## src/hw/rtl/pse_pkg.sv

```systemverilog
// pse_pkg: shared types and codes of the postfix stack evaluator
// depends on nothing
`timescale 1ns / 1ps
package pse_pkg;

  localparam int DATA_W = 32;
  localparam int IDX_EXT_W = 6;

  localparam logic [1:0] CMD_VAR = 2'd0;
  localparam logic [1:0] CMD_OP  = 2'd1;
  localparam logic [1:0] CMD_END = 2'd2;

  localparam logic [2:0] OP_ADD = 3'd0;
  localparam logic [2:0] OP_SUB = 3'd1;
  localparam logic [2:0] OP_MUL = 3'd2;
  localparam logic [2:0] OP_DIV = 3'd3;
  localparam logic [2:0] OP_MOD = 3'd4;

  localparam logic [2:0] ST_OK    = 3'd0;
  localparam logic [2:0] ST_UNDER = 3'd1;
  localparam logic [2:0] ST_DIVZ  = 3'd2;
  localparam logic [2:0] ST_MODZ  = 3'd3;
  localparam logic [2:0] ST_BADOP = 3'd4;
  localparam logic [2:0] ST_OVER  = 3'd5;
  localparam logic [2:0] ST_LEFT  = 3'd6;

  typedef enum logic {
    S_IDLE,
    S_DIV
  } state_e;

  typedef enum logic [1:0] {
    CELL_HOLD,
    CELL_PUSH,
    CELL_POP
  } cell_op_e;

  typedef struct packed {
    logic              start;
    logic [DATA_W-1:0] dividend;
    logic [DATA_W-1:0] divisor;
  } div_req_t;

  typedef struct packed {
    logic              done;
    logic [DATA_W-1:0] quo;
    logic [DATA_W-1:0] rem;
  } div_rsp_t;

endpackage

```

## src/hw/rtl/pse_cell.sv

```systemverilog
// pse_cell: one operand stack entry, shifts toward either neighbor
// depends on pse_pkg
`timescale 1ns / 1ps
module pse_cell import pse_pkg::*; (
  input  logic              clk_i,
  input  cell_op_e          op_i,
  input  logic [DATA_W-1:0] upper_i,
  input  logic [DATA_W-1:0] lower_i,
  output logic [DATA_W-1:0] data_o
);

  logic [DATA_W-1:0] data_q, data_d;

  always_comb begin
    case (op_i)
      CELL_PUSH: data_d = upper_i;
      CELL_POP:  data_d = lower_i;
      default:   data_d = data_q;
    endcase
  end

  always_ff @(posedge clk_i) begin
    data_q <= data_d;
  end

  assign data_o = data_q;

endmodule

```

## config.mk

```make
export PLATFORM = sky130hd
export DESIGN_NAME = pse_cell
export DESIGN_NICKNAME = d
export VERILOG_FILES = /design/src/hw/rtl/pse_pkg.sv /design/src/hw/rtl/pse_cell.sv
export SDC_FILE = /design/constraint.sdc
export NUM_CORES = 1
export LEC_CHECK = 0
export BUFFER_PORTS_ARGS = -buffer_cell sky130_fd_sc_hd__buf_4
export CORE_UTILIZATION = 35
export CTS_BUF_LIST = sky130_fd_sc_hd__clkbuf_16
export DETAILED_ROUTE_END_ITERATION = 10
export GPL_ROUTABILITY_DRIVEN = 0
export PLACE_DENSITY = 0.78
export SLEW_MARGIN = 20
export SYNTH_ARGS = -nofsm -noshare
export SYNTH_HDL_FRONTEND = slang
export SYNTH_SLANG_ARGS = --single-unit
```

## constraint.sdc

```tcl
create_clock -name clk_i -period 3.35 [get_ports clk_i]
set_input_delay 0.67 -clock clk_i [delete_from_list [all_inputs] [get_ports clk_i]]
set_output_delay 0.67 -clock clk_i [all_outputs]
set_load 0.1 [all_outputs]
```

# Word level (Yosys, flattened, before mapping)
# Index checks and enable logic that the tools add are counted.
[classes] reduce_logical=1 n_mux=1 n_eq_ne=2
[ops] operator="32-bit one-hot mux with 2 select lines" count=1
[ops] operator="2-bit by 1-bit == test with 1-bit output, second input constant" count=1
[ops] operator="2-bit == test, second input constant" count=1
[ops] operator="2-bit nonzero test" count=1
[totals] elab_cells=5 register_bits=32 in_bits=67 out_inout_bits=32

# Depth between registers and ports, before layout
[logic_depth] depth_word=2 ltp_mapped=5 ltp_nobuf=3

# Worst setup path before layout
# Ideal clock, no wire load.
[synth_path] kind="input -> register" from="input op_i[0]" to="register data_q[0], in the netlist data_o[0], enable pin" arrival_ns=1.608 n_path_buf=0 setup_ns=0.387 path_slack_ns=1.355 t_required_ns=2.963 stages=3 path_cell_list="inv_1 ha_1 inv_1"
[synth_between] elab_chain_cells=2 elab_cells_between_ends=3 cone_classes="2 x eq/ne; 1 x reduce/logical"
[synth_rtl] element="from (decl)" line="pse_cell.sv:6" text="input cell_op_e op_i,"
[synth_rtl] element="2-bit == test or 2-bit by 1-bit == test with 1-bit output (tied branches)" line="pse_cell.sv:15" text="case (op_i)"
[synth_rtl] element="2-bit nonzero test (no line) (*)"
[synth_rtl] element="to (signal assigned)" line="pse_cell.sv:23" text="data_q <= data_d;"
[synth_rtl] element="to (decl)" line="pse_cell.sv:12" text="logic [DATA_W-1:0] data_q, data_d;"
# Every way passes the cells marked *; elsewhere a longest branch is shown, timed or not.
# A chain may end at the register's enable or synchronous reset.

# Final worst setup path
[layout_path] from="input op_i[0]" to="register data_q[7], in the netlist data_o[7] (data pin)"
[layout_between] elab_chain_cells=2 elab_cells_between_ends=3 cone_classes="2 x eq/ne; 1 x mux"
[layout_rtl] element="2-bit == test or 2-bit by 1-bit == test with 1-bit output (tied branches)" line="pse_cell.sv:15"
[layout_rtl] element="32-bit one-hot mux with 2 select lines (*)" line="pse_cell.sv:15"
[layout_rtl] element="via data_d[7]" line="pse_cell.sv:12"
# Mark *: on every way through the listed nets, which the timed path passes. The rest lies on a longest branch.

==> flow_summary.yaml <==
timing:
  rsz0062_at_grt: "false"
  tns_ns: 0
  fin_worst_hold_slack_ns: 0.692
  max_freq_ghz: 0.491
  finalMaxSlewViolations: 0
  finalHoldViolCount: 0
  fin_crit_sh_pct: 60.9
  worst_slack_ns: 1.31
  slew_headroom_pct: 63.1
  post-route-min-period_ns: 2.04
  setup_violations: 0
  worstMarginPinSlew_ns: 0.553
detailed_routing:
  dr_total_vias: 1011
  firstDrtPassIters: 3
  drt_iter0_drc: 51
  ant_nets: 0
  viasPerCell: 4.47
  wl_per_cell_um: 14.9
  routed_wl_um: 3380
  drc: 0
floorplanning:
  die_height_um: 68.0
  die_area_um2: 4630
  rows: 23
  io_pins: 99
  die_w_um: 68.0
  start_util_pct: 37.3
  coreArea_um2: 4090
flow_run:
  max_cap_violations: 0
final_layout:
  area_growth_pct: 58.2
  seq_area_um2: 961
  final_cell_mix: "buf_4, edfxtp_1, mux2_4"
  multiInputGateArea_um2: 488
  fillers: 342
  largest_register_ff_count: 32
  nets: 243
  antenna_cells: 0
  drive_above_1_share_pct: 79.0
  final_util_pct: 59.1
  layout_commonest_cell: "buf_4"
power:
  power.switching_w: 0.000641
  internal_power_w: 0.000942
  p_per_area_nw_per_um2: 656
  clkPwrFrac_pct: 26.1
  seqPwrFrac_pct: 33.3
  ir_drop_v: 0.000326
  total_power_w: 0.00158
  p_comb_share_pct: 40.6
  sw_frac_of_total_pct: 40.5
  total_leakage_power_nw: 1.12
global_route:
  grt_pass1_vias: 1034
  grt_pass1_wl_um: 4850
  grt-ovfl-total: 0
  grt_use_total_pct: 15.7
  grt_max_degree: 33
  grt_antenna_before_repair: 0
critical_path:
  path_max_fanout: 18
  cp-start-kind: "input port"
  required_ns: 3.37
  criticalPathCategory: "in2reg"
  worstPathCellList: "buf_4 -> inv_1 -> ha_2 -> buf_4 -> mux2_4"
  critPathCaptureType: "register"
  crit_path_max_incr_delay_ns: 0.53
  cp_common_cell: "buf_4"
  arrival_ns: 2.06
  slowest_stage: "ha_2"
worst_hold_path:
  hold_path.class: "in2reg"
run_status:
  status: "complete, no violations"
synth:
  ys_ff_latch: 32
  syn_area_per_cell_um2: 21.5
  ys_warn_count: 0
  synth_area_um2: 1530
  ys_seq_area_share_pct: 63.0
  synth_fp_nets: 139
  ys_types: 7
  postSynthCellCount: 71
placement:
  dp_slack_ns: 1.00
  io_buffers: 98
cts:
  root_buffer: "clkbuf_16"
  clk_pin_slew_ns: 0.05
  htreeDepth: 2
  ctsHoldBuffers: 0
  cts_resized: 0
  clk_path_buf_depth: 2
  numCtsBuffers: 5
  postCtsSetupBuffers: 0
  cts_tree: "built"
  clock_sinks: 32
==> worst paths after layout <==
path / from / endpoint / slack [ns] / cells after the start
min: lower_i[9] / data_o[9] / 0.69 / 2
max: op_i[0] / data_o[7] / 1.31 / 5
==> per-stage QoR <==
step	cells	instance area [um^2]
2_1_floorplan	71	1530
3_3_place_gp	218	2280
3_5_place_dp	218	2280
4_1_cts	226	2410
5_1_grt	226	2410
6_report	226	2410
==> cell usage after synthesis <==
cell type	count	area share (%)
buf_12	3	3.9
buf_6	1	0.74
edfxtp_1	32	63
ha_1	1	0.82
inv_1	2	0.49
mux2_2	2	1.5
mux2_4	30	30
==> power groups by stage <==
stage | clock network (W) | registers, W | logic (W)
2_1_floorplan | 0 | 0.000950 | 0.0000777
3_5_place_dp | 0 | 0.000536 | 0.000647
4_1_cts | 0.000426 | 0.000529 | 0.000647
3_3_place_gp | 0 | 0.000534 | 0.000641
5_1_grt | 0.000439 | 0.000533 | 0.000660
6_report | 0.000413 | 0.000527 | 0.000643
==> layer usage <==
layer | share of wire [%] | GRT usage (%) | up-vias
met5 | 0 | 0 | -
met4 | 3.7 | 12.2 | 0
met3 | 7.6 | 4.33 | 12
met2 | 55 | 27.8 | 58
met1 | 34 | 15.1 | 460
li1 | - | - | 481
==> logic make-up (layout without fill, tap and decap cells) <==
logic type | after synthesis | in the layout | share of synthesized area, %
multiplexers | 32 | 32 | 31.0
flip-flops | 32 | 32 | 63.0
buffers and inverters | 6 | 111 | 5.17
adder cells (fa/ha/maj) | 1 | 1 | 0.820
==> cell type report <==
| class | count | share of cell area, % |
|---|---|---|
| flip-flops and latches | 32 | 39.8 |
| clock buffers | 5 | 5.18 |
| multi-input cells | 33 | 20.2 |
| well taps | 50 | 2.59 |
| repair buffers | 101 | 31.4 |
| clock inverters | 3 | 0.467 |
| inverters | 2 | 0.311 |
==> worst max-delay path, delay by kind of cell <==
kind / cells / cell delay, ns
multiplexers: 1 / 0.33
buffers and inverters: 3 / 0.52
adder cells (fa/ha/maj): 1 / 0.53
Note: power is estimated with default switching activity, not from simulation.
