## src/hw/rtl/pse_pkg.sv

```systemverilog
// pse_pkg: shared types and codes of the postfix stack evaluator
// depends on nothing
`timescale 1ns / 1ps
package pse_pkg;

  localparam int DATA_W = 32;
  localparam int IDX_EXT_W = 6;

  localparam logic [1:0] CMD_VAR = 2'd0;
  localparam logic [1:0] CMD_OP  = 2'd1;
  localparam logic [1:0] CMD_END = 2'd2;

  localparam logic [2:0] OP_ADD = 3'd0;
  localparam logic [2:0] OP_SUB = 3'd1;
  localparam logic [2:0] OP_MUL = 3'd2;
  localparam logic [2:0] OP_DIV = 3'd3;
  localparam logic [2:0] OP_MOD = 3'd4;

  localparam logic [2:0] ST_OK    = 3'd0;
  localparam logic [2:0] ST_UNDER = 3'd1;
  localparam logic [2:0] ST_DIVZ  = 3'd2;
  localparam logic [2:0] ST_MODZ  = 3'd3;
  localparam logic [2:0] ST_BADOP = 3'd4;
  localparam logic [2:0] ST_OVER  = 3'd5;
  localparam logic [2:0] ST_LEFT  = 3'd6;

  typedef enum logic {
    S_IDLE,
    S_DIV
  } state_e;

  typedef enum logic [1:0] {
    CELL_HOLD,
    CELL_PUSH,
    CELL_POP
  } cell_op_e;

  typedef struct packed {
    logic              start;
    logic [DATA_W-1:0] dividend;
    logic [DATA_W-1:0] divisor;
  } div_req_t;

  typedef struct packed {
    logic              done;
    logic [DATA_W-1:0] quo;
    logic [DATA_W-1:0] rem;
  } div_rsp_t;

endpackage

```

## src/hw/rtl/pse_div.sv

```systemverilog
// pse_div: signed 32-bit divider, one quotient bit per cycle, truncating
// depends on pse_pkg
`timescale 1ns / 1ps
module pse_div import pse_pkg::*; (
  input  logic     clk_i,
  input  logic     rst_ni,
  input  div_req_t req_i,
  output div_rsp_t rsp_o
);

  logic              busy_q, busy_d, done_q, done_d;
  logic [5:0]        cnt_q, cnt_d;
  logic [DATA_W-1:0] quo_q, quo_d, rem_q, rem_d, dvs_q, dvs_d;
  logic              nq_q, nq_d, nr_q, nr_d;
  logic [DATA_W:0]   trial;
  logic [DATA_W-1:0] abs_a, abs_b;

  assign abs_a = req_i.dividend[DATA_W-1] ? -req_i.dividend : req_i.dividend;
  assign abs_b = req_i.divisor[DATA_W-1] ? -req_i.divisor : req_i.divisor;
  assign trial = {rem_q, quo_q[DATA_W-1]} - {1'b0, dvs_q};

  always_comb begin
    busy_d = busy_q;
    done_d = 1'b0;
    cnt_d  = cnt_q;
    quo_d  = quo_q;
    rem_d  = rem_q;
    dvs_d  = dvs_q;
    nq_d   = nq_q;
    nr_d   = nr_q;
    if (req_i.start && !busy_q) begin
      busy_d = 1'b1;
      cnt_d  = 6'(DATA_W);
      quo_d  = abs_a;
      rem_d  = '0;
      dvs_d  = abs_b;
      nq_d   = req_i.dividend[DATA_W-1] ^ req_i.divisor[DATA_W-1];
      nr_d   = req_i.dividend[DATA_W-1];
    end else if (busy_q) begin
      if (!trial[DATA_W]) begin
        rem_d = trial[DATA_W-1:0];
        quo_d = {quo_q[DATA_W-2:0], 1'b1};
      end else begin
        rem_d = {rem_q[DATA_W-2:0], quo_q[DATA_W-1]};
        quo_d = {quo_q[DATA_W-2:0], 1'b0};
      end
      cnt_d = cnt_q - 6'd1;
      if (cnt_q == 6'd1) begin
        busy_d = 1'b0;
        done_d = 1'b1;
      end
    end
  end

  always_ff @(posedge clk_i or negedge rst_ni) begin
    if (!rst_ni) begin
      busy_q <= 1'b0;
      done_q <= 1'b0;
      cnt_q  <= '0;
    end else begin
      busy_q <= busy_d;
      done_q <= done_d;
      cnt_q  <= cnt_d;
    end
  end

  always_ff @(posedge clk_i) begin
    quo_q <= quo_d;
    rem_q <= rem_d;
    dvs_q <= dvs_d;
    nq_q  <= nq_d;
    nr_q  <= nr_d;
  end

  assign rsp_o.done = done_q;
  assign rsp_o.quo  = nq_q ? -quo_q : quo_q;
  assign rsp_o.rem  = nr_q ? -rem_q : rem_q;

endmodule

```

## config.mk

```make
export PLATFORM = sky130hd
export DESIGN_NAME = pse_div
export DESIGN_NICKNAME = d
export VERILOG_FILES = /design/src/hw/rtl/pse_pkg.sv /design/src/hw/rtl/pse_div.sv
export SDC_FILE = /design/constraint.sdc
export NUM_CORES = 1
export LEC_CHECK = 0
export ABC_AREA = 1
export ABC_CLOCK_PERIOD_IN_PS = 3600
export BUFFER_PORTS_ARGS = -buffer_cell sky130_fd_sc_hd__buf_4
export CORE_MARGIN = 5
export CORE_UTILIZATION = 25
export CTS_CLUSTER_DIAMETER = 60
export DETAILED_ROUTE_END_ITERATION = 8
export GPL_TIMING_DRIVEN = 0
export PLACE_DENSITY = 0.45
export RECOVER_POWER = 25
export SYNTH_ARGS = -nofsm -noshare
export SYNTH_HDL_FRONTEND = slang
export SYNTH_SLANG_ARGS = --single-unit
```

## constraint.sdc

```tcl
create_clock -name clk_i -period 3.6 [get_ports clk_i]
set_clock_uncertainty 0.2 [all_clocks]
set_input_delay 0.18 -clock clk_i [delete_from_list [all_inputs] [get_ports clk_i]]
set_output_delay 0.18 -clock clk_i [all_outputs]
set_load 0.02 [all_outputs]
```

Word-level counts from Yosys, hierarchy flattened
Cells that the tools add are included.

storage, ports and cells
  output and inout port bits = 65
  register bits after elaboration = 106
  input port bits = 67

cells by class
  bitwise operators = 1
  eq/ne operators = 1
  $add $sub $neg = 6
  mux-type cells = 16
  reduce and logical (&&, ||, !) cells = 3

operator list
  cell                 count
  $mux 32              6
  $neg 32->32          4
  $sub 33x32->33       1
  $mux 31              1
  $mux 6               2
  $mux 1               7
  $eq 6x1->1 const B   1
  $sub 6x1->6 const B  1
  $reduce_bool 2->1    1
  $logic_and 1x1->1    1
  $logic_not 1->1      1
  $xor 1x1->1          1

Longest topological paths before layout
Gate-level depths: netlist of run 1.

  depth after elaboration = 4
  mapped depth = 19

Least setup slack after synthesis of run 1
No wires, ideal clock.

  path kind = reg2reg
  start point = register busy_q
  end point = register quo_q[31], data pin
  cell stages (with the launch flop) = 4
  slack = 1.084 ns
  path buffers = 1
  arrival = 1.991 ns
  data required time = 3.075 ns
  clock period less this slack = 2.516 ns
  path through = dfrtp_1 > nor2_1 > clkbuf_1 > o32ai_1

on the way
  longest elaborated chain between the ends = 3

RTL lines
  what                      RTL line       source
  start: declaration        pse_div.sv:11  logic busy_q, busy_d, done_q, done_d;
  start signal: assignment  pse_div.sv:61  busy_q <= busy_d;
  $logic_not 1->1           pse_div.sv:31  if (req_i.start && !busy_q) begin
  $logic_and 1x1->1         pse_div.sv:31
  $mux 32                   pse_div.sv:31
  named net quo_d[31]       pse_div.sv:13  logic [DATA_W-1:0] quo_q, quo_d, rem_q, rem_d, dvs_q, dvs_d;
  end signal: assignment    pse_div.sv:68  quo_q <= quo_d;
  end: declaration          pse_div.sv:13

The timed path passes the listed nets, and every way through them passes these cells.
A chain may end at the register's enable or synchronous reset.

==> results of run 1 <==
## per-layer routing
metal / GRT usage / vias to the layer above / share of wire
met5: 0 / - / 0
met1: 0.198 / 4845 / 0.44
met4: 0.0761 / 0 / 0.039
li1: - / 5531 / -
met2: 0.296 / 203 / 0.50
met3: 0.0158 / 65 / 0.025
## registers in the layout (all words and copies together), names as in the netlist
| register | flops |
|---|---|
| nq_q | 1 |
| done_q | 1 |
| dvs_q | 32 |
| rem_q | 32 |
| busy_q | 1 |
| nr_q | 1 |
| cnt_q | 6 |
| quo_q | 32 |
## cells in the mapped netlist, types with 2 or more instances
cell type | count | share of area
clkbuf_1 | 22 | 0.0081
a21oi_1 | 33 | 0.016
nand3b_1 | 6 | 0.0044
or2_2 | 9 | 0.0055
o22ai_1 | 2 | 0.0012
xor2_1 | 99 | 0.085
nand4_1 | 22 | 0.013
and3_1 | 4 | 0.0024
buf_2 | 7 | 0.0034
o31ai_1 | 3 | 0.0022
nand3_1 | 134 | 0.065
xnor2_1 | 18 | 0.015
o21ai_0 | 64 | 0.031
dfxtp_1 | 32 | 0.063
o21ai_1 | 4 | 0.0020
o41ai_1 | 3 | 0.0026
nand2_4 | 2 | 0.0022
a41oi_1 | 2 | 0.0017
nor3_2 | 3 | 0.0029
nand2_2 | 3 | 0.0018
clkinv_1 | 2 | 0.00073
inv_1 | 320 | 0.12
dfrtp_1 | 8 | 0.020
buf_4 | 6 | 0.0044
and2_1 | 6 | 0.0037
edfxtp_1 | 66 | 0.19
a31oi_1 | 3 | 0.0018
nor4_1 | 9 | 0.0055
nor2_2 | 6 | 0.0037
ha_1 | 38 | 0.046
nand2_1 | 550 | 0.20
nor2_1 | 153 | 0.056
nor3_1 | 15 | 0.0073
## cells in the final DEF, fill, tap and decap left out, types with 3 or more instances in the layout
cell,netlist,final
nand3b_1,6,6
diode_2,0,3
a31oi_1,3,3
nor4_1,9,9
o21ai_0,64,64
dfrtp_1,8,8
clkbuf_1,22,33
o31ai_1,3,3
buf_2,7,7
xor2_1,99,99
inv_6,0,4
dlygate4sd3_1,0,44
clkbuf_4,0,3
nor2_1,153,153
a21oi_1,33,33
nand2_2,3,3
nand3_1,134,134
inv_1,320,319
ha_1,38,38
o41ai_1,3,3
or2_2,9,9
nand4_1,22,22
clkbuf_16,0,10
nor2_2,6,6
o21ai_1,4,4
xnor2_1,18,18
and3_1,4,4
nor3_2,3,3
dfxtp_1,32,32
buf_4,6,123
nor3_1,15,15
clkinv_1,2,3
edfxtp_1,66,66
and2_1,6,6
nand2_1,550,550
## per-stage QoR
stage / util / hold slack (ns)
finish: 0.311 / 0.0123
global route: 0.311 / 0.0252
CTS: 0.312 / 0.00326
detailed placement: 0.293 / -0.197
global placement: 0.293 / -0.197
floorplan: - / -0.316
## logic make-up (layout without fill, tap and decap cells)
| family | Yosys count | count (layout) | synth area share |
|---|---|---|---|
| buffers and inverters | 360 | 553 | 0.136 |
| and+or+nand+nor | 925 | 925 | 0.378 |
| other | 0 | 3 | 0 |
| adders and majority gates | 39 | 39 | 0.0484 |
| DFF | 106 | 106 | 0.276 |
| xor gates and xnor gates | 117 | 117 | 0.100 |
| AOI/OAI and AO/OA | 118 | 118 | 0.0619 |
## final cells by class
type / instances / area (um^2) / area share
antenna: 3 / 7.51 / 0.000594
timing repair buffer: 177 / 1420 / 0.112
multi-input combinational: 1199 / 6030 / 0.477
clock inverter: 6 / 58.8 / 0.00465
clock buffer: 10 / 250 / 0.0198
inverter: 323 / 1210 / 0.0959
sequential: 106 / 2820 / 0.223
buffer: 37 / 174 / 0.0138
tap: 532 / 666 / 0.0527
## report_power, final
group	internal, W	switching [W]
Sequential	0.00188	0.000631
Combinational	0.00238	0.00437
Clock	0.000528	0.000536
## worst paths after layout
kind | startpoint | end | slack [ns] | cells past startpoint
worst max-delay path | rem_q[0]$_SDFFE_PP0P_ | rsp_o[28] | 0.35 | 11
worst min-delay path | req_i[42] | quo_q[10]$_DFFE_PP_ | 0.01 | 3
worst max register to register | busy_q$_DFF_PN0_ | quo_q[31]$_DFFE_PP_ | 0.53 | 4
worst min register to register | cnt_q[5]$_DFFE_PN0P_ | cnt_q[5]$_DFFE_PN0P_ | 0.28 | 1
max in group asynchronous | rst_ni | cnt_q[4]$_DFFE_PN0P_ | 2.35 | 3
min in group asynchronous | rst_ni | done_q$_DFF_PN0_ | 0.58 | 3
## critical path: stages (launching register included)
cell and delay [ns]:
dfxtp_1 0.35, inv_1 0.15, ha_1 0.19, inv_1 0.07, nor2_1 0.19, nand3_1 0.23
nor2_1 0.43, nand3_1 0.18, o21ai_1 0.27, nand2_1 0.10, xor2_1 0.16, buf_4 0.17
==> flow_summary.toml, run 1 <==
[status]
outcome = "finished, final reports clean"

[grt]
antenna_found_initial = 3
grt_pass1_wl_um = 58100
overflow = 0
track_usage = 0.165
grt_max_degree = 35
grt_pass1_vias = 10800

[final_layout]
num-fill-cells = 4509
fin_nets = 1959
layout.cells.non_filler = 2393
area_growth_pct = 23.4
finalInstanceArea_mm2 = 0.0126
drive_gt1_frac = 0.0953

[clock_network]
cts_tree = "yes"
clockBufferDepth = 2
clock-sinks = 106
numCtsBuffers = 9
post_cts_resized = 0
htreeDepth = 3
cts_hold_buf = 44
clkTransAtPathRegs_ns = 0.08
cts-root-buf = "clkbuf_16"
cts_setup_buffers = 0
clkLatencyLatePin_ns = 0.39

[synthesis]
syn_avg_cell_area_um2 = 6.15
synthCells = 1665
synth-edff-count = 66
synth_area_mm2 = 0.0102
async_flop_share = 0.0755
seq_area_frac_synth = 0.276
ys_seq_elements = 106
synth_warnings = 0
synth_fp_nets = 1771
synthFlopType = "edfxtp_1"
synth.distinct_cells = 44

[power_and_ir_drop]
ir_drop_mv = 0.300
p_per_area_mw_per_mm2 = 818
p_total_w = 0.0103
p_leak_nw = 6.59

[critical_path]
arrival_ns = 2.87
critPathMaxFanout = 4
cp-start-kind = "register"
critPathKind = "reg2out"
end_kind = "primary output"
required_ns = 3.22

[min_path]
hold_path.class = "in2reg"

[detailed_routing]
drt-initial-drc-count = 550
finalWirelength_um = 37000
wl_per_cell_um = 15.5
vias = 10600
dr.pass1.iters = 5
drtAntennaViolNets = 0
via_per_inst = 4.45
drc = 0

[sta]
fmax_mhz = 307
finalSetupViolations = 0
period_needed_ns = 3.25
slew_headroom = 0.368
drv_slew = 0
setup-tns-final_ns = 0
hold_violations = 0
timing.final.crit_share = 0.904
tightestPinTransition_ns = 0.945
setup_ws_ns = 0.346
rsz0062_at_grt = "no"

[placement]
dp_cells = 2329
pre_cts_ws_ns = 0.528
place_hpwl_um = 31300
portBuffers = 131
globalplace.congestion = 0.936
dpl-instance-area_mm2 = 0.0119

[die]
io_pins = 132
die_y_um = 212
die_w_um = 212
core_area_mm2 = 0.0406
dieArea_mm2 = 0.0451
rows = 74
initial_core_util = 0.252

[flow_run]
max_cap_viol_count = 0
(Power assumes the default switching activity.)
==> run 2, diff against run 1 <==
--- a/config.mk
+++ b/config.mk
@@ -13,8 +13,10 @@
 export CTS_CLUSTER_DIAMETER = 60
 export DETAILED_ROUTE_END_ITERATION = 8
 export GPL_TIMING_DRIVEN = 0
-export PLACE_DENSITY = 0.45
+export MAX_ROUTING_LAYER = met4
+export PLACE_DENSITY = 0.38
 export RECOVER_POWER = 25
 export SYNTH_ARGS = -nofsm -noshare
 export SYNTH_HDL_FRONTEND = slang
 export SYNTH_SLANG_ARGS = --single-unit
+export TNS_END_PERCENT = 50
==> flow_summary.toml, run 2 (synthesis gave the netlist of run 1 again) <==
[status]
outcome = "finished, final reports clean"

[sta]
slew_headroom = 0.257
period_needed_ns = 3.32
rsz0062_at_grt = "no"
hold_slack_ns = 0.0112
timing.final.crit_share = 0.921
fmax_mhz = 302
hold_violations = 0
tightestPinTransition_ns = 1.11
drv_slew = 0
setup-tns-final_ns = 0
finalSetupViolations = 0

[final_layout]
multi_input_area_mm2 = 0.00603
fin_nets = 1942
largestRegisters = "dvs_q (32), quo_q (32), rem_q (32)"
layout_common_cells = "nand2_1, inv_1, nor2_1"
drive_gt1_frac = 0.0918
layout.cells.non_filler = 2373
num-fill-cells = 4604
num_antenna_cells = 0
regArea_mm2 = 0.00282
area_growth_pct = 21.2
final_common_cell = "nand2_1"

[die]
dieArea_mm2 = 0.0451
io_pins = 132
die_w_um = 212
rows = 74
initial_core_util = 0.252
core_area_mm2 = 0.0406
die_y_um = 212

[critical_path]
critPathSlowestCell = "nor2_1"
arrival_ns = 2.94
crit_family = "simple AND/OR/NAND/NOR gates"
required_ns = 3.22
worstPathCellList = "inv_1 > ha_1 > inv_1 > nor2_1 > nand3_1 > nor2_1 > nand3_1 > o21ai_1 > nand2_1 > xor2_1 > buf_4"
path_buf_inv = 3
critPathKind = "reg2out"
critPathMaxFanout = 4
cp-start-kind = "register"
end_kind = "primary output"
max_stage_delay_ns = 0.43

[grt]
grt_max_degree = 35
antenna_found_initial = 1
grt_pass1_vias = 10500
grt_pass1_wl_um = 61400
overflow = 0
track_usage = 0.182

[clock_network]
cts_hold_buf = 28
post_cts_resized = 0
clock-sinks = 106
clkLatencyLatePin_ns = 0.37
numCtsBuffers = 9
clockBufferDepth = 2
clkTransAtPathRegs_ns = 0.08
htreeDepth = 3
cts_setup_buffers = 0
cts-root-buf = "clkbuf_16"
cts_tree = "yes"

[detailed_routing]
dr.pass1.iters = 5
drtAntennaViolNets = 0
via_per_inst = 4.42
vias = 10500
drc = 0
wl_per_cell_um = 16.8
finalWirelength_um = 39800
drt-initial-drc-count = 781

[power_and_ir_drop]
ir_drop_mv = 0.249
p_per_area_mw_per_mm2 = 847
p_total_w = 0.0105
p_leak_nw = 6.49

[flow_run]
max_cap_viol_count = 0

[placement]
place_hpwl_um = 33800
dp_cells = 2329
portBuffers = 131
globalplace.congestion = 0.858

[min_path]
hold_path.class = "in2reg"
-- run 2: changes by cell type in the layout (fill, tap and decap cells not counted), moves of 2 or more --
cell | before | now
dlygate4sd3_1 | 44 | 28
inv_6 | 4 | 1
diode_2 | 3 | 0
clkbuf_8 | 0 | 2
clkbuf_1 | 33 | 41
buf_4 | 123 | 118
-- run 2: area by class of cell --
class,count,area share
buffer,37,0.0143
clock buffer,13,0.0210
clock inverter,3,0.00363
inverter,323,0.0976
multi-input combinational,1199,0.486
sequential,106,0.227
tap,532,0.0536
timing repair buffer,160,0.0970
-- run 2: stage by stage --
step	utilization	cell area, um^2	setup WS [ns]
5_1_grt	0.306	12400	0.00561
2_1_floorplan	-	10200	1.08
4_1_cts	0.307	12500	0.239
6_report	0.306	12400	0.284
3_5_place_dp	0.293	11900	0.600
3_3_place_gp	0.293	11900	-0.281
-- run 2: tightest hold or removal path: cells and delay by family --
kind / cells / cell delay (ns)
compound gates: 1 / 0.12
xor+xnor: 1 / 0.07
buf+inv: 1 / 0.10
-- run 2: metal layers --
| layer | vias to the layer above | global-route usage | part of all wire |
|---|---|---|---|
| li1 | 5489 | - | - |
| met4 | 0 | 0.0375 | 0.013 |
| met1 | 4788 | 0.262 | 0.51 |
| met3 | 21 | 0.0208 | 0.032 |
| met5 | - | - | 0 |
| met2 | 190 | 0.275 | 0.44 |
-- run 2: path summary, 6_finish.rpt --
path	from	to	slack [ns]	depth (start not counted)
max in group asynchronous	rst_ni	cnt_q[3]$_DFFE_PN0P_	2.31	3
worst min register to register	rem_q[31]$_SDFFE_PP0P_	rem_q[31]$_SDFFE_PP0P_	0.29	2
worst max-delay path	rem_q[0]$_SDFFE_PP0P_	rsp_o[28]	0.28	11
min in group asynchronous	rst_ni	cnt_q[0]$_DFFE_PN0P_	0.62	3
worst min-delay path	req_i[34]	quo_q[2]$_DFFE_PP_	0.01	3
worst max register to register	busy_q$_DFF_PN0_	dvs_q[18]$_DFFE_PP_	0.47	3
-- run 2: where the power goes --
part,internal [W],total [W],switching (W)
Clock,0.000584,0.00110,0.000515
Sequential,0.00188,0.00256,0.000671
Combinational,0.00233,0.00686,0.00453
Total,0.00480,0.0105,0.00572
==> run 3, diff against run 2 <==
--- a/config.mk
+++ b/config.mk
@@ -11,6 +11,7 @@
 export CORE_MARGIN = 5
 export CORE_UTILIZATION = 25
 export CTS_CLUSTER_DIAMETER = 60
+export CTS_CLUSTER_SIZE = 12
 export DETAILED_ROUTE_END_ITERATION = 8
 export GPL_TIMING_DRIVEN = 0
 export MAX_ROUTING_LAYER = met4
==> constraint.sdc (replaced) <==
create_clock -name clk_i -period 3.6 [get_ports clk_i]
set_clock_uncertainty 0.2 [all_clocks]
set_input_delay 0.54 -clock clk_i [delete_from_list [all_inputs] [get_ports clk_i]]
set_output_delay 0.54 -clock clk_i [all_outputs]
set_load 0.02 [all_outputs]
==> flow_summary.toml, run 3 (synthesis gave the netlist of run 1 again) <==
[critical_path]
critPathMaxFanout = 7
arrival_ns = 2.72
cp-start-kind = "register"
end_kind = "primary output"
required_ns = 2.86
critPathKind = "reg2out"

[power_and_ir_drop]
ir_drop_mv = 0.280
p_leak_nw = 6.42
p_per_area_mw_per_mm2 = 865
p_total_w = 0.0106

[detailed_routing]
via_per_inst = 4.46
wl_met2_um = 17500
dr.pass1.iters = 5
finalWirelength_um = 39700
drc = 0
routed.top_layer = "met4"
wl_met3_um = 1500
wl_per_cell_um = 16.9
drt-met1-wl_um = 20200
drt-initial-drc-count = 693
vias = 10500
drtAntennaViolNets = 0

[final_layout]
final_common_cell = "nand2_1"
drive_gt1_frac = 0.103
area_growth_pct = 19.4
num-fill-cells = 4606
largestRegisters = "dvs_q (32), quo_q (32), rem_q (32)"
layout.cells.non_filler = 2346
fin_nets = 1915
fin_util = 0.301
num_antenna_cells = 0
finalInstanceArea_mm2 = 0.0122
layout_common_cells = "nand2_1, inv_1, nor2_1"

[die]
die_y_um = 212
core_area_mm2 = 0.0406
initial_core_util = 0.252
dieArea_mm2 = 0.0451
rows = 74
io_pins = 132
die_w_um = 212

[flow_run]
max_cap_viol_count = 0

[placement]
globalplace.congestion = 0.858
dp_cells = 2329
place_hpwl_um = 33800
portBuffers = 131
dpl-instance-area_mm2 = 0.0119

[status]
outcome = "finished, final reports clean"

[grt]
antenna_found_initial = 1
grt_pass1_vias = 10400
overflow = 0
track_usage = 0.182
grt_max_degree = 35
grt_pass1_wl_um = 61300

[sta]
rsz0062_at_grt = "yes"
drv_slew = 0
fmax_mhz = 289
finalSetupViolations = 0
hold_violations = 0
tightestPinTransition_ns = 1.13
slew_headroom = 0.247
period_needed_ns = 3.46
timing.final.crit_share = 0.960
setup-tns-final_ns = 0

[clock_network]
clkLatencyLatePin_ns = 0.37
numCtsBuffers = 9
clock-sinks = 106
clkTransAtPathRegs_ns = 0.08
cts_tree = "yes"
clockBufferDepth = 2
htreeDepth = 3
cts-root-buf = "clkbuf_16"
cts_setup_buffers = 0

[min_path]
hold_path.class = "in2reg"
## run 3: cell count changes in the layout (fill, tap and decap cells not counted), moves of 2 or more
cell	change
nor2_4	+2
buf_4	+12
dlygate4sd3_1	-27
clkbuf_1	-11
nor2_1	-2
## run 3: per-layer routing
layer | global-route usage | vias to the layer above
li1 | - | 5440
met1 | 0.262 | 4789
met2 | 0.274 | 214
met3 | 0.0223 | 26
met4 | 0.0375 | 0
met5 | - | -
## run 3: path summary, 6_finish.rpt
kind                                         from                     end  slack, ns  cells past startpoint
max                         rem_q[0]$_SDFFE_PP0P_               rsp_o[19]       0.14                      9
min                                     req_i[63]          nr_q$_DFFE_PP_       0.22                      1
max reg2reg                      busy_q$_DFF_PN0_     dvs_q[18]$_DFFE_PP_       0.44                      3
min reg2reg                rem_q[31]$_SDFFE_PP0P_  rem_q[31]$_SDFFE_PP0P_       0.29                      2
max in group asynchronous                  rst_ni    cnt_q[3]$_DFFE_PN0P_       2.46                      2
min in group asynchronous                  rst_ni    cnt_q[0]$_DFFE_PN0P_       0.42                      2
## run 3: worst max-delay path: stages (launching register included)
cell and delay (ns):
dfxtp_1 0.36, inv_1 0.17, nand3_1 0.15, nor3_2 0.20, nand4_1 0.26, nor2_4 0.34, nand2_1 0.16, o21ai_1 0.17
xor2_1 0.32, buf_4 0.21
## run 3: area by class of cell
class | instances | area (um^2) | area share
Buffer | 37 | 178 | 0.0145
Multi-Input combinational cell | 1199 | 6070 | 0.496
Clock buffer | 13 | 260 | 0.0213
Inverter | 323 | 1210 | 0.0991
Sequential cell | 106 | 2820 | 0.231
Clock inverter | 3 | 45.0 | 0.00368
Timing Repair Buffer | 133 | 976 | 0.0798
Tap cell | 532 | 666 | 0.0544
## run 3: stage by stage
step                hold slack [ns]  setup slack [ns]
floorplan                    0.0444             0.879
global placement              0.169            -0.566
detailed placement            0.167             0.306
CTS                           0.154            0.0104
global route                  0.234           -0.0365
finish                        0.216             0.143
## run 3: timing repair
action	in CTS	in global routing
gates resized for setup	1	8
hold endpoints to repair	8	0
endpoints found under the setup margin	4	12
hold buffers	1	0
## run 3: report_power, final
part	switching [W]	internal (W)
Combinational	0.00454	0.00238
Clock	0.000514	0.000584
Sequential	0.000671	0.00188
